File: src/rtl/ssdd_pkg.sv
// Shared types and constants for the seven-segment serial display driver.
// Used by the channel interfaces and the top level; depends on nothing.
package ssdd_pkg;

   typedef logic [1:0]  func_type;
   typedef logic [13:0] value_type;
   typedef logic [3:0]  level_type;
   typedef logic [7:0]  byte_type;

   localparam func_type FUNC_TICK    = 2'd0;
   localparam func_type FUNC_DISPLAY = 2'd1;
   localparam func_type FUNC_BRIGHT  = 2'd2;

   localparam byte_type CMD_DATA   = 8'h40;
   localparam byte_type CMD_ADDR   = 8'hC0;
   localparam byte_type CMD_BRIGHT = 8'h87;

   localparam level_type LEVEL_RESET = 4'd8;

   // Reciprocal of ten for a 14-bit dividend: q = (v * RECIP_TEN) >> RECIP_SHIFT.
   localparam logic [15:0] RECIP_TEN   = 16'hCCCD;
   localparam int          RECIP_SHIFT = 19;

   typedef struct packed {
      logic clk_line;
      logic dio_line;
      logic busy_res;
   } rsp_type;

   function automatic byte_type seg_pattern(input logic [3:0] digit);
      byte_type pat;
      case (digit)
         4'd0:    pat = 8'h3f;
         4'd1:    pat = 8'h06;
         4'd2:    pat = 8'h5b;
         4'd3:    pat = 8'h4f;
         4'd4:    pat = 8'h66;
         4'd5:    pat = 8'h6d;
         4'd6:    pat = 8'h7d;
         4'd7:    pat = 8'h07;
         4'd8:    pat = 8'h7f;
         4'd9:    pat = 8'h6f;
         default: pat = 8'h00;
      endcase
      return pat;
   endfunction

endpackage

File: src/rtl/ssdd_req_if.sv
// Request channel of the display driver: valid, ready, function code and value.
// Depends on ssdd_pkg.
interface ssdd_req_if;
   import ssdd_pkg::*;

   logic      valid;
   logic      ready;
   func_type  func;
   value_type value;

   modport source (output valid, output func, output value, input ready);
   modport sink   (input valid, input func, input value, output ready);
endinterface

File: src/rtl/ssdd_rsp_if.sv
// Response channel of the display driver: valid, ready and the line levels.
// Depends on ssdd_pkg.
interface ssdd_rsp_if;
   import ssdd_pkg::*;

   logic valid;
   logic ready;
   logic clk_line;
   logic dio_line;
   logic busy_res;

   modport source (output valid, output clk_line, output dio_line, output busy_res,
                   input ready);
   modport sink   (input valid, input clk_line, input dio_line, input busy_res,
                   output ready);
endinterface

File: src/rtl/seven_segment_serial_display_driver.sv
// Two-wire seven-segment display driver: frame sequencer and output buffer.
// Depends on ssdd_pkg, ssdd_req_if and ssdd_rsp_if.
//
// Each request is one microsecond tick of the serial waveform and yields one
// response giving the clock and data pin levels for that tick, plus a busy
// flag. One request is taken every cycle while the skid entry is free; each
// response goes into the output register, or into the skid entry of the
// two-entry output buffer while the output register holds an untaken one, so
// one more request is taken while a response waits. A display frame converts
// its value to decimal one digit per request over the next DIGIT_COUNT requests
// by a reciprocal-of-ten multiply, long before any segment byte is sent.
module seven_segment_serial_display_driver #(
   parameter int DIGIT_COUNT = 4
) (
   input  logic                clock,
   input  logic                reset,
   input  logic                csr_wr_en,
   input  ssdd_pkg::level_type csr_wr_data,
   ssdd_req_if.sink            req_if,
   ssdd_rsp_if.source          rsp_if
);
   import ssdd_pkg::*;

   localparam int CNT_W = $clog2(DIGIT_COUNT + 1);
   localparam int POS_W = (DIGIT_COUNT > 1) ? $clog2(DIGIT_COUNT) : 1;
   localparam logic [2:0] LAST_BYTE = 3'(DIGIT_COUNT + 1);

   localparam logic [2:0] PH_IDLE  = 3'd0;
   localparam logic [2:0] PH_START = 3'd1;
   localparam logic [2:0] PH_BITS  = 3'd2;
   localparam logic [2:0] PH_ACK   = 3'd3;
   localparam logic [2:0] PH_STOP  = 3'd4;

   level_type  level_ff;
   logic [2:0] phase_ff, phase_in;
   logic [2:0] bit_ff, bit_in;
   logic [2:0] byte_ff, byte_in;
   logic [2:0] hold_ff, hold_in;
   byte_type   shift_ff, shift_in;
   logic       kind_ff, kind_in;
   logic       clk_lvl_ff, clk_lvl_in;
   logic       dio_lvl_ff, dio_lvl_in;
   value_type  val_ff, val_in;
   logic [CNT_W-1:0] cnt_ff, cnt_in;
   byte_type   dig_ff [DIGIT_COUNT];
   byte_type   dig_in [DIGIT_COUNT];

   rsp_type    out_ff, skid_ff, result;
   logic       out_valid_ff, skid_valid_ff;
   logic       push, pop;

   logic [29:0] prod;
   value_type   quot;
   value_type   rem;
   byte_type    bright_byte;
   logic [2:0]  next_byte;
   logic [POS_W-1:0] dig_pos;

   assign req_if.ready = !skid_valid_ff;
   assign push = req_if.valid && req_if.ready;
   assign pop  = out_valid_ff && rsp_if.ready;

   assign prod        = 30'(val_ff) * 30'(RECIP_TEN);
   assign quot        = 14'(prod[29:RECIP_SHIFT]);
   assign rem         = val_ff - 14'(quot * 14'd10);
   assign bright_byte = CMD_BRIGHT + 8'(level_ff);
   assign next_byte   = byte_ff + 3'd1;
   assign dig_pos     = POS_W'(byte_ff - 3'd1);

   always_comb begin
      phase_in   = phase_ff;
      bit_in     = bit_ff;
      byte_in    = byte_ff;
      hold_in    = hold_ff;
      shift_in   = shift_ff;
      kind_in    = kind_ff;
      val_in     = val_ff;
      cnt_in     = cnt_ff;
      dig_in     = dig_ff;
      clk_lvl_in = clk_lvl_ff;
      dio_lvl_in = dio_lvl_ff;

      if (cnt_ff != '0) begin
         dig_in[0] = seg_pattern(rem[3:0]);
         for (int i = 1; i < DIGIT_COUNT; i++) begin
            dig_in[i] = dig_ff[i-1];
         end
         val_in = quot;
         cnt_in = cnt_ff - CNT_W'(1);
      end

      if (phase_ff == PH_IDLE && (req_if.func == FUNC_DISPLAY || req_if.func == FUNC_BRIGHT)) begin
         if (req_if.func == FUNC_DISPLAY) begin
            kind_in  = 1'b1;
            val_in   = req_if.value;
            cnt_in   = CNT_W'(DIGIT_COUNT);
            shift_in = CMD_DATA;
         end else begin
            kind_in  = 1'b0;
            shift_in = bright_byte;
         end
         phase_in = PH_START;
         hold_in  = 3'd0;
         bit_in   = 3'd0;
         byte_in  = 3'd0;
      end

      result.busy_res = (phase_in != PH_IDLE);
      result.clk_line = clk_lvl_ff;
      result.dio_line = dio_lvl_ff;

      case (phase_in)
         PH_IDLE: begin
         end
         PH_START: begin
            result.clk_line = 1'b1;
            result.dio_line = (hold_in < 3'd2);
            if (hold_in >= 3'd2) begin
               phase_in = PH_BITS;
               hold_in  = 3'd0;
               bit_in   = 3'd0;
            end else begin
               hold_in = hold_in + 3'd1;
            end
         end
         PH_BITS: begin
            result.clk_line = (hold_in >= 3'd3);
            result.dio_line = shift_in[0];
            if (hold_in >= 3'd5) begin
               hold_in  = 3'd0;
               shift_in = shift_in >> 1;
               if (bit_in >= 3'd7) begin
                  bit_in   = 3'd0;
                  phase_in = PH_ACK;
               end else begin
                  bit_in = bit_in + 3'd1;
               end
            end else begin
               hold_in = hold_in + 3'd1;
            end
         end
         PH_ACK: begin
            result.clk_line = (hold_in == 3'd5 || hold_in == 3'd6);
            result.dio_line = dio_lvl_ff;
            if (hold_in >= 3'd7) begin
               hold_in = 3'd0;
               if (kind_in && byte_in >= 3'd1 && byte_in < LAST_BYTE) begin
                  byte_in  = next_byte;
                  shift_in = dig_ff[dig_pos];
                  bit_in   = 3'd0;
                  phase_in = PH_BITS;
               end else begin
                  phase_in = PH_STOP;
               end
            end else begin
               hold_in = hold_in + 3'd1;
            end
         end
         PH_STOP: begin
            result.clk_line = (hold_in >= 3'd2);
            result.dio_line = (hold_in >= 3'd4);
            if (hold_in >= 3'd4) begin
               if (kind_in && byte_in == 3'd0) begin
                  phase_in = PH_START;
                  hold_in  = 3'd0;
                  bit_in   = 3'd0;
                  byte_in  = 3'd1;
                  shift_in = CMD_ADDR;
               end else begin
                  phase_in = PH_IDLE;
                  hold_in  = 3'd0;
                  bit_in   = 3'd0;
                  byte_in  = 3'd0;
               end
            end else begin
               hold_in = hold_in + 3'd1;
            end
         end
         default: begin
            phase_in = PH_IDLE;
         end
      endcase

      clk_lvl_in = result.clk_line;
      dio_lvl_in = result.dio_line;
   end

   always_ff @(posedge clock) begin
      if (reset) begin
         level_ff <= LEVEL_RESET;
      end else if (csr_wr_en) begin
         level_ff <= csr_wr_data;
      end
   end

   always_ff @(posedge clock) begin
      if (reset) begin
         phase_ff   <= PH_IDLE;
         bit_ff     <= 3'd0;
         byte_ff    <= 3'd0;
         hold_ff    <= 3'd0;
         shift_ff   <= 8'd0;
         kind_ff    <= 1'b0;
         clk_lvl_ff <= 1'b1;
         dio_lvl_ff <= 1'b1;
         cnt_ff     <= '0;
      end else if (push) begin
         phase_ff   <= phase_in;
         bit_ff     <= bit_in;
         byte_ff    <= byte_in;
         hold_ff    <= hold_in;
         shift_ff   <= shift_in;
         kind_ff    <= kind_in;
         clk_lvl_ff <= clk_lvl_in;
         dio_lvl_ff <= dio_lvl_in;
         cnt_ff     <= cnt_in;
      end
   end

   always_ff @(posedge clock) begin
      if (push) begin
         val_ff <= val_in;
         dig_ff <= dig_in;
      end
   end

   always_ff @(posedge clock) begin
      if (reset) begin
         out_valid_ff  <= 1'b0;
         skid_valid_ff <= 1'b0;
      end else if (pop) begin
         if (skid_valid_ff) begin
            out_ff        <= skid_ff;
            skid_valid_ff <= 1'b0;
         end else begin
            out_valid_ff <= push;
            out_ff       <= result;
         end
      end else if (!out_valid_ff) begin
         out_valid_ff <= push;
         out_ff       <= result;
      end else if (push) begin
         skid_ff       <= result;
         skid_valid_ff <= 1'b1;
      end
   end

   assign rsp_if.valid    = out_valid_ff;
   assign rsp_if.clk_line = out_ff.clk_line;
   assign rsp_if.dio_line = out_ff.dio_line;
   assign rsp_if.busy_res = out_ff.busy_res;

endmodule

File: src/flat_wrapper.sv
// flat-port wrapper written by rule: the top's interface ports become plain ports
module seven_segment_serial_display_driver_flat import ssdd_pkg::*;
#(
   parameter int DIGIT_COUNT = 4
)
  (clock, reset, csr_wr_en, csr_wr_data, req_if_valid, req_if_func, req_if_value, req_if_ready, rsp_if_valid, rsp_if_clk_line, rsp_if_dio_line, rsp_if_busy_res, rsp_if_ready);
  ssdd_req_if req_if_i ();
  ssdd_rsp_if rsp_if_i ();
  input  logic clock;
  input  logic reset;
  input  logic csr_wr_en;
  input  ssdd_pkg::level_type csr_wr_data;
  input wire logic [$bits(req_if_i.valid)-1:0] req_if_valid;
  input wire logic [$bits(req_if_i.func)-1:0] req_if_func;
  input wire logic [$bits(req_if_i.value)-1:0] req_if_value;
  output wire logic [$bits(req_if_i.ready)-1:0] req_if_ready;
  output wire logic [$bits(rsp_if_i.valid)-1:0] rsp_if_valid;
  output wire logic [$bits(rsp_if_i.clk_line)-1:0] rsp_if_clk_line;
  output wire logic [$bits(rsp_if_i.dio_line)-1:0] rsp_if_dio_line;
  output wire logic [$bits(rsp_if_i.busy_res)-1:0] rsp_if_busy_res;
  input wire logic [$bits(rsp_if_i.ready)-1:0] rsp_if_ready;
  assign req_if_i.valid = req_if_valid;
  assign req_if_i.func = req_if_func;
  assign req_if_i.value = req_if_value;
  assign req_if_ready = req_if_i.ready;
  assign rsp_if_valid = rsp_if_i.valid;
  assign rsp_if_clk_line = rsp_if_i.clk_line;
  assign rsp_if_dio_line = rsp_if_i.dio_line;
  assign rsp_if_busy_res = rsp_if_i.busy_res;
  assign rsp_if_i.ready = rsp_if_ready;
  seven_segment_serial_display_driver #(.DIGIT_COUNT(DIGIT_COUNT)) u_core (.clock(clock), .reset(reset), .csr_wr_en(csr_wr_en), .csr_wr_data(csr_wr_data), .req_if(req_if_i), .rsp_if(rsp_if_i));
endmodule
File: config.mk
export PLATFORM = sky130hd
export DESIGN_NAME = seven_segment_serial_display_driver_flat
export DESIGN_NICKNAME = d
export VERILOG_FILES = /design/src/rtl/ssdd_pkg.sv /design/src/rtl/ssdd_req_if.sv /design/src/rtl/ssdd_rsp_if.sv /design/src/rtl/seven_segment_serial_display_driver.sv /design/src/flat_wrapper.sv
export SDC_FILE = /design/constraint.sdc
export NUM_CORES = 1
export LEC_CHECK = 0
export BUFFER_PORTS_ARGS = -buffer_cell sky130_fd_sc_hd__clkbuf_2
export CAP_MARGIN = 40
export CORE_UTILIZATION = 55
export DETAILED_ROUTE_END_ITERATION = 6
export HOLD_SLACK_MARGIN = 0.1
export PLACE_DENSITY = 0.84
export SLEW_MARGIN = 0
export SYNTH_ARGS = -nofsm -noshare
export SYNTH_HDL_FRONTEND = slang
export SYNTH_SLANG_ARGS = --single-unit
File: constraint.sdc
create_clock -name clock -period 17.2 [get_ports clock]
set_input_delay 0 -clock clock [delete_from_list [all_inputs] [get_ports clock]]
set_output_delay 0 -clock clock [all_outputs]
set_load 0.05 [all_outputs]
Word-level counts from Yosys, hierarchy flattened

Memory sizes are Yosys's and may differ from the RTL's. A register that Yosys moved wholly into a read port is not among the register bits.
Cells that the tools add are included.

$add $sub $neg: 7
$mul: 2
Order comparisons: 10
Equality and inequality tests: 10
Multiplexer cells: 54
Bitwise gates (word level): 3
Reductions and logical operators: 19

Operators with widths:

| kind                   | count |
|---|---|
| $mux 3                 | 29 |
| $mux 8                 | 9 |
| $mux 14                | 3 |
| $mul 14x16->30 const B | 1 |
| $pmux 3 s4             | 2 |
| $pmux 8 s3             | 1 |
| $bmux 8 s2             | 1 |
| $ge 3x3->1 const B     | 5 |
| $pmux 3 s5             | 1 |
| $mul 11x3->3 const B   | 1 |
| $add 3x1->3 const B    | 3 |
| $eq 3x3->1 const B     | 3 |
| $logic_not 3->1        | 3 |
| $add 8x4->8 const A    | 1 |
| $pmux 2 s4             | 1 |
| $eq 3x2->1 const B     | 2 |
| $ge 3x2->1 const B     | 2 |
| $logic_and 1x1->1      | 6 |
| $mux 1                 | 6 |
| $pmux 3 s2             | 1 |
| $reduce_and 2->1       | 3 |
| $reduce_bool 3->1      | 2 |
| $ne 2x2->1 const B     | 2 |
| $reduce_and 4->1       | 1 |
| other kinds (14)       | 16 |

Register bits: 84
ROM bits: 112
Bits of input ports: 25
Output and inout bits: 5
Logic and storage cells: 129
Memories kept: 1

Memory list:

| memory          | depth | bits a word | read ports | clocked after memory_dff | write ports | RTL line       | RTL |
|---|---|---|---|---|---|---|---|
| (no name shown) | 16    | 7           | 1          | 1                        | 0           | ssdd_pkg.sv:32 | `case (digit)` |

Depth between registers and ports, before layout

Gate-level depths: netlist of the first run.

Word-level depth: 10
Depth in mapped cells: 29

Worst setup path after synthesis of the first run

No wires, ideal clock.

Path type: reg-to-reg
From: register u_core.val_ff[3]
To: register u_core.dig_ff[27] (netlist name) (data pin)
Data arrival time: 6.729 ns
Setup slack: 10.215 ns
Stages on the path, launching flop included: 30
Buffers on the path: 0
Path through: edfxtp_1 inv_1 ha_1 inv_1 ha_1 fa_1 inv_1 fa_1 inv_1 fa_1 inv_1 fa_1 inv_1 ha_1 and4_4 and4_1 a22oi_2 nand2_1 a21oi_1 xnor2_1 ha_1 fa_1 xnor2_2 nor3_1 a32o_1 a311oi_2 nand3_1 xor2_2 mux2i_1 a22o_1

Cells in the longest elaborated chain, start to end: 3

RTL lines:

| item                   | RTL line                                   | RTL |
|---|---|---|
| start, declared        | seven_segment_serial_display_driver.sv:43  | `value_type val_ff, val_in;` |
| start signal, assigned | seven_segment_serial_display_driver.sv:222 | `val_ff <= val_in;` |
| $mul 14x16->30         | seven_segment_serial_display_driver.sv:63  | `assign prod = 30'(val_ff) * 30'(RECIP_TEN);` |
| $mul 11x3->3           | seven_segment_serial_display_driver.sv:65  | `assign rem = val_ff - 14'(quot * 14'd10);` |
| $sub 4x4->4 (*)        | seven_segment_serial_display_driver.sv:65  |  |
| end, declared          | seven_segment_serial_display_driver.sv:45  | `byte_type dig_ff [DIGIT_COUNT];` |

Mark *: on every way between the ends. The rest lies on a longest branch, timed or not.
A chain may end at the register's enable or synchronous reset.

Final worst setup path of the first run

Same ends and word-level chain as after synthesis.

==> impl_metrics.ini, run 1 <==
[clock_network]
cts_buffers = 9
cts_tree = yes
cts-root-buf = clkbuf_16
cts-htree-levels = 3
clk_transition_reported_paths_ns = 0.06
clk_path_buf_depth = 2
cts_setup_buffers = 0
cts.sinks = 80
clock_latency_ns = 0.34

[worst_setup_path]
cp_slowest_stage_delay_ns = 0.54
cp_slowest_cell = fa_1
crit_type = flop to flop
cp.arrival_ns = 7.70
crit_top_cell = inv_1
critPathCaptureType = flop
crit_fanout = 9
critPathTopFamily = adder cells
critPathLaunchType = flop
crit_buf_inv = 6
worstPathRequired_ns = 17.29

[run_status]
status = completed

[logic_synthesis]
yosys.area.top_type = ha_1
syn_area_um2 = 7690
synthTopCellsByArea = ha_1 (20%), edfxtp_1 (19%), fa_1 (14%), dfxtp_1 (8.3%), inv_1 (5.7%)
syn_nets = 990
synth_commonest_cells = ha_1 (121), inv_1 (116), nor2_1 (58)
yosysWarningCount = 0
synth_cells = 791
synth_top_area_share_pct = 19.7
ys.flop_type = edfxtp_1
synth_edf_count = 48
async_reset_ff_share_pct = 0
syn_area_per_cell_um2 = 9.72
synth_seq_cells = 80
synth.most_common_cell = ha_1
ys_types = 72
ys_seq_area_share_pct = 27.1

[floorplan]
die_area_um2 = 14500
core_um2 = 13500
io-pin-count = 30
start_util_pct = 57.2
rows = 42
dieHeight_um = 120
die_w_um = 120

[place]
place_area_um2 = 7990
routabilityCongestion = 0.895
io_buffers = 29
dp_hpwl_mm = 12.8

[sta]
tns_ns = 0
maxSlewViolCount = 0
finalCriticalPeriod_ns = 7.62
setup-violations-final = 0
rsz0062_at_grt = false
relSlewSlack_pct = 45.6
max_freq_ghz = 0.131
hold_viol_final = 0
period_share_pct = 44.3
skew_ns = 0.00727
worstMarginPinSlew_ns = 0.796

[grt]
antenna_found_initial = 0
grt_pass1_vias = 5987
grt_first_pass_wirelength_mm = 28.9
grt_start_max_net_pins = 35
overflow = 0
gr-usage-all-layers_pct = 25.3

[cells_and_area]
nNetsFinal = 1031
drive_gt1_share_pct = 9.20
stdcell_area_um2 = 8520
utilization_pct = 63.4
fill_cells = 1066
area_growth_pct = 10.8
insertedDiodeCount = 0

[detailed_routing]
vias_per_cell = 5.83
wl_per_cell_um = 16.7
vias = 5909
drt_wl_total_mm = 17.0
dr.pass1.iters = 5
ant_nets = 0
drc = 0
drt_iter0_drc = 516

[flow_run]
cap_violations = 0

[worst_hold_path]
hold_path_class = input port to flop
[registers in the layout (all words and copies together), names as in the netlist]
signal,flops
u_core.rsp_if.valid,1
u_core.val_ff,14
u_core.bit_ff,3
u_core.level_ff,4
u_core.rsp_if.dio_line,1
u_core.hold_ff,3
u_core.phase_ff,3
u_core.rsp_if.clk_line,1
u_core.skid_ff,3
u_core.dio_lvl_ff,1
u_core.cnt_ff,3
u_core.clk_lvl_ff,1
u_core.rsp_if.busy_res,1
u_core.dig_ff,28
u_core.skid_valid_ff,1
u_core.shift_ff,8
u_core.kind_ff,1
u_core.byte_ff,3
[stage by stage]
step / worst slack (ns) / hold WS [ns] / cells
after floorplan: 10.21 / 0.102 / 791
after global placement: 9.86 / 0.203 / 973
after detailed placement: 9.65 / 0.208 / 974
after CTS: 9.62 / 0.115 / 1013
after global routing: 9.17 / 0.152 / 1013
final: 9.58 / 0.138 / 1013
[worst register-to-register path: cells and delay by family (launching register included)]
kind            cells  cell delay (ns)
compound gates      5             1.16
xor+xnor            3             0.86
flops               1             0.51
simple gates        5             0.75
fa+ha+maj           9             3.56
buf+inv             6             0.37
mux                 1             0.16
[path summary, 6_finish.rpt]
kind                                   startpoint                 to  slack, ns  depth (start not counted)
worst max register to register   u_core.val_ff[3]  u_core.dig_ff[27]       9.58                         29
worst min-delay path              req_if_value[8]   u_core.val_ff[8]       0.14                          3
worst max-delay path             u_core.val_ff[3]  u_core.dig_ff[27]       9.58                         29
worst min register to register  u_core.dig_ff[17]   u_core.dig_ff[9]       0.45                          0
[routing by layer]
| layer | share of wire, % | GRT usage [%] | vias up | routed length, um |
|---|---|---|---|---|
| met5 | 0 | 0 | - | 0 |
| met4 | 1.4 | 6.10 | 0 | 231 |
| met3 | 4.6 | 3.58 | 21 | 783 |
| met2 | 48 | 42.8 | 191 | 8140 |
| met1 | 46 | 34.1 | 2827 | 7800 |
| li1 | - | - | 2870 | - |
[kinds of logic (layout without fill, tap and decap cells)]
logic type               count (synthesis)  count (layout)  share of synthesized area (%)
adder cells (fa/ha/maj)                174             174                           33.5
flip-flops                              80              80                           27.1
XOR/XNOR                                20              20                           2.72
AO/OA/AOI/OAI                          161             161                           13.9
AND/OR/NAND/NOR                        194             194                           12.1
multiplexers                            18              18                           3.53
buffers and inverters                  144             190                           7.19
[what timing repair did]
action                                 CTS  global route
resized for setup                        0             0
hold buffers                            23             0
endpoints found under the hold margin   22             0
[area by class of cell]
cell class	count	area (um2)	share of cell area (%)
Clock buffer	12	256	3.01
Clock inverter	4	52.6	0.616
Multi-Input combinational cell	567	5060	59.4
Inverter	116	435	5.11
Sequential cell	80	2080	24.4
Tap cell	176	220	2.58
Timing Repair Buffer	58	418	4.90
[cells in the final DEF (no fill, tap or decap), types with 9 or more instances in the layout]
master / count
ha_1: 121
inv_1: 116
nor2_1: 57
nand2_1: 54
fa_1: 53
a21oi_1: 51
edfxtp_1: 48
dfxtp_1: 32
o21ai_0: 30
clkbuf_2: 29
dlygate4sd3_1: 23
nor3_1: 18
nand3_1: 14
xnor2_1: 10
a211oi_1: 9
clkbuf_16: 9
Power of run 1 is left out: the tool's default activity adds up to more than one toggle a clock period on the data nets, which glitch-free logic cannot reach.
==> run 2: changes to the inputs <==
==> constraint.sdc (replaced) <==
create_clock -name clock -period 7.8 [get_ports clock]
set_input_delay 0 -clock clock [delete_from_list [all_inputs] [get_ports clock]]
set_output_delay 0 -clock clock [all_outputs]
set_load 0.05 [all_outputs]
==> impl_metrics.ini, run 2 (same netlist as run 1, synthesis figures left out) <==
[cells_and_area]
stdcell_area_um2 = 8620
fin_cells = 1021
reg_top3 = u_core.dig_ff x28, u_core.val_ff x14, u_core.shift_ff x8
drive_gt1_share_pct = 10.3
largest_reg_flops = 28
final_common_cell = ha_1
regMostFlops = u_core.dig_ff
mostFrequentLayoutCells = ha_1 (121), inv_1 (116), nor2_1 (57)
area_growth_pct = 12.0
nNetsFinal = 1039
insertedDiodeCount = 0

[worst_setup_path]
worstPathRequired_ns = 7.94
crit_fanout = 9
cp_slowest_cell = fa_1
reg2reg_from = u_core.val_ff[3]
crit_type = flop to flop
rr_endpoint = u_core.dig_ff[29]
critPathCaptureType = flop
critPathLaunchType = flop
cp.arrival_ns = 7.65
r2r_slack_ns = 0.29
crit_top_cell = inv_1
worst_r2r_path_depth = 29
cp_slowest_stage_delay_ns = 0.55

[detailed_routing]
drt_wl_total_mm = 17.3
drc = 0
drt_iter0_drc = 609
ant_nets = 0
vias_per_cell = 5.88
wl_per_cell_um = 17.0
dr.pass1.iters = 5
vias = 6001

[sta]
max_freq_ghz = 0.133
worstMarginPinSlew_ns = 0.807
finalCriticalPeriod_ns = 7.51
maxSlewViolCount = 0
relSlewSlack_pct = 44.8
skew_ns = 0.0115
hold_viol_final = 0
setup-violations-final = 0
period_share_pct = 96.3

[flow_run]
cap_violations = 0

[clock_network]
cts-htree-levels = 3
clk_transition_reported_paths_ns = 0.07
clock_latency_ns = 0.34
cts_buffers = 9
cts-root-buf = clkbuf_16
cts.sinks = 80
clk_path_buf_depth = 2
cts_tree = yes

[place]
dpl.cell_count = 975
dp_hpwl_mm = 13.1
routabilityCongestion = 0.901
place_area_um2 = 7990
io_buffers = 29

[floorplan]
dieHeight_um = 120
start_util_pct = 57.2
die_w_um = 120
io-pin-count = 30
rows = 42
die_area_um2 = 14500
core_um2 = 13500

[grt]
gr-usage-all-layers_pct = 25.7
antenna_found_initial = 0
overflow = 0
grt_start_max_net_pins = 35
grt_first_pass_wirelength_mm = 29.4
grt_pass1_vias = 6064

[run_status]
status = completed

[worst_hold_path]
hold_path_class = input port to flop
hp-start = req_if_valid
min_to = u_core.rsp_if.valid
whs_path_depth = 4
## run 2: worst max path at each step
| stage | cells past startpoint | slack (ns) | start | to |
|---|---|---|---|---|
| 6_report | 29 | 0.29 | u_core.val_ff[3] | u_core.dig_ff[29] |
| 5_1_grt | 29 | -0.12 | u_core.val_ff[3] | u_core.dig_ff[29] |
| 4_1_cts | 29 | 0.18 | u_core.val_ff[3] | u_core.dig_ff[29] |
| 3_5_place_dp | 29 | 0.22 | u_core.val_ff[3] | u_core.dig_ff[27] |
| 3_3_place_gp | 29 | 0.46 | u_core.val_ff[3] | u_core.dig_ff[27] |
| 2_1_floorplan | 29 | 0.81 | u_core.val_ff[3] | u_core.dig_ff[27] |
## run 2: what timing repair did
item                                    CTS  global route
endpoints found under the setup margin    0             7
hold buffers                             24             0
gates resized for setup                   0             4
hold endpoints to repair                 23             0
setup buffers                             0             6
## run 2: routing by layer
| metal | GRT usage (%) | vias up | routed length (um) |
|---|---|---|---|
| li1 | - | 2889 | - |
| met1 | 35.0 | 2863 | 7820 |
| met2 | 42.7 | 212 | 8210 |
| met3 | 3.77 | 37 | 919 |
| met4 | 6.94 | 0 | 386 |
| met5 | 0 | - | 0 |
## run 2: area by class of cell
type / instances / area (um2)
Inverter: 116 / 435
Clock inverter: 6 / 68.8
Clock buffer: 10 / 239
Tap cell: 176 / 220
Multi-Input combinational cell: 567 / 5090
Fill cell: 1044 / 4840
Sequential cell: 80 / 2080
Timing Repair Buffer: 66 / 480
## run 2: through the flow
step	hold WS, ns	worst slack [ns]	utilization, %	setup TNS [ns]
floorplan	0.102	0.815	-	0
global placement	0.203	0.458	59.4	0
detailed placement	0.208	0.220	59.4	0
CTS	0.179	0.182	63.5	0
global route	0.235	-0.121	64.0	-0.274
finish	0.194	0.289	64.0	0
## run 2: critical path, delay by kind of cell, from the launching register on
family / cells / cell delay [ns]
fa+ha+maj: 9 / 3.62
compound gates: 6 / 1.48
simple gates: 5 / 0.77
xor+xnor: 3 / 0.66
flops: 1 / 0.44
buf+inv: 6 / 0.34
Power of run 2 is left out for the same reason.
==> run 3: changes to the inputs <==
--- a/config.mk
+++ b/config.mk
@@ -10,7 +10,7 @@
 export CORE_UTILIZATION = 55
 export DETAILED_ROUTE_END_ITERATION = 6
 export HOLD_SLACK_MARGIN = 0.1
-export PLACE_DENSITY = 0.84
+export PLACE_DENSITY = 0.72
 export SLEW_MARGIN = 0
 export SYNTH_ARGS = -nofsm -noshare
 export SYNTH_HDL_FRONTEND = slang
==> constraint.sdc (replaced) <==
create_clock -name clock -period 7.6 [get_ports clock]
set_input_delay 0 -clock clock [delete_from_list [all_inputs] [get_ports clock]]
set_output_delay 0 -clock clock [all_outputs]
set_load 0.05 [all_outputs]
==> impl_metrics.ini, run 3 (same netlist as run 1, synthesis figures left out) <==
[run_status]
status = completed

[place]
routabilityCongestion = 0.968
io_buffers = 29
dp_hpwl_mm = 13.6

[floorplan]
core_um2 = 13500
die_area_um2 = 14500
io-pin-count = 30
rows = 42
start_util_pct = 57.2
dieHeight_um = 120
die_w_um = 120

[worst_hold_path]
hold_path_class = input port to flop
whs_path_depth = 3
min_to = u_core.cnt_ff[1]
hp-start = reset

[worst_setup_path]
crit_fanout = 9
worstPathRequired_ns = 7.74
critPathCaptureType = flop
r2r_slack_ns = 0.27
crit_type = flop to flop
critPathLaunchType = flop
reg2reg_from = u_core.val_ff[12]
rr_endpoint = u_core.dig_ff[29]
cp.arrival_ns = 7.47
worst_r2r_path_depth = 25

[flow_run]
cap_violations = 0

[cells_and_area]
area_growth_pct = 12.1
mostFrequentLayoutCells = ha_1 (121), inv_1 (116), nor2_1 (57)
utilization_pct = 64.1
regMostFlops = u_core.dig_ff
largest_reg_flops = 28
fill_cells = 1079
nNetsFinal = 1038
reg_top3 = u_core.dig_ff x28, u_core.val_ff x14, u_core.shift_ff x8
regArea_um2 = 2080
final_common_cell = ha_1
drive_gt1_share_pct = 10.2
multiInputGateArea_um2 = 5090
insertedDiodeCount = 0

[grt]
grt_start_max_net_pins = 35
grt_first_pass_wirelength_mm = 29.1
overflow = 0
antenna_found_initial = 0
grt_pass1_vias = 5944
gr-usage-all-layers_pct = 26.0

[clock_network]
clk_path_buf_depth = 2
cts-root-buf = clkbuf_16
clk_transition_reported_paths_ns = 0.06
cts-htree-levels = 3
clock_latency_ns = 0.34
cts.sinks = 80
cts_tree = yes
cts_buffers = 9

[sta]
finalCriticalPeriod_ns = 7.33
relSlewSlack_pct = 43.8
max_freq_ghz = 0.136
skew_ns = 0.00632
period_share_pct = 96.5
worstMarginPinSlew_ns = 0.836
setup-violations-final = 0
hold_viol_final = 0
maxSlewViolCount = 0

[detailed_routing]
drc = 0
vias = 6044
ant_nets = 0
drt_iter0_drc = 530
dr.pass1.iters = 5
drt_wl_total_mm = 17.9
vias_per_cell = 5.93
wl_per_cell_um = 17.5
run 3: cell types whose count changed in the layout (fill, tap and decap cells not counted), sizes merged:
cell	change
buf	-1
bufinv	+1
clkinv	-1
clkinvlp	-1
inv	+1
run 3: worst max-delay path by stage:
stage / cells past startpoint / slack, ns / to / start
after floorplan: 29 / 0.61 / u_core.dig_ff[27] / u_core.val_ff[3]
after global placement: 28 / 0.40 / u_core.dig_ff[27] / u_core.val_ff[4]
after detailed placement: 25 / 0.22 / u_core.dig_ff[27] / u_core.val_ff[12]
after CTS: 25 / 0.20 / u_core.dig_ff[27] / u_core.val_ff[12]
after global routing: 25 / -0.09 / u_core.dig_ff[30] / u_core.val_ff[12]
final: 25 / 0.27 / u_core.dig_ff[29] / u_core.val_ff[12]
run 3: layout make-up:
type / count / share of cell area, %
clock buffer: 10 / 2.65
clock inverter: 6 / 1.06
inverter: 116 / 5.05
multi-input combinational: 567 / 59.1
sequential: 80 / 24.1
tap: 176 / 2.55
timing repair buffer: 65 / 5.47
run 3: stage by stage:
| step | TNS, ns | area [um2] | hold slack, ns | std cells | worst slack [ns] |
|---|---|---|---|---|---|
| final | 0 | 8620 | 0.144 | 1020 | 0.269 |
| after global routing | -0.213 | 8620 | 0.171 | 1020 | -0.0860 |
| after CTS | 0 | 8570 | 0.134 | 1017 | 0.197 |
| after detailed placement | 0 | 8010 | 0.240 | 977 | 0.219 |
| after global placement | 0 | 8000 | 0.211 | 976 | 0.400 |
| after floorplan | 0 | 7690 | 0.102 | 791 | 0.615 |
run 3: metal layers:
layer | track usage, % | share of wire, % | vias up
met5 | 0 | 0 | -
met4 | 9.03 | 2.4 | 0
met3 | 3.87 | 4.9 | 32
met2 | 44.1 | 49 | 214
met1 | 34.0 | 44 | 2913
li1 | - | - | 2885
run 3: critical path, cell delays in order, from the launching register on:
cell,delay (ns)
edfxtp_1,0.41
inv_1,0.09
ha_1,0.34
fa_2,0.64
fa_1,0.46
fa_1,0.55
inv_1,0.05
fa_1,0.50
inv_1,0.05
fa_1,0.50
inv_1,0.04
ha_1,0.20
a211oi_2,0.24
o21bai_2,0.17
a21oi_1,0.27
nor2b_2,0.25
xnor2_1,0.14
fa_2,0.42
xnor2_4,0.27
nor3_1,0.10
a32o_1,0.23
a311oi_2,0.27
nand3_2,0.17
xor2_4,0.24
a21o_1,0.19
a221oi_1,0.33
run 3: what timing repair did:
| item | 4_1_cts | 5_1_grt |
|---|---|---|
| endpoints found under the setup margin | 0 | 7 |
| endpoints found under the hold margin | 23 | 0 |
| hold buffers | 24 | 0 |
| setup buffers | 0 | 3 |
| gates resized for setup | 0 | 6 |
Power of run 3 is left out for the same reason.
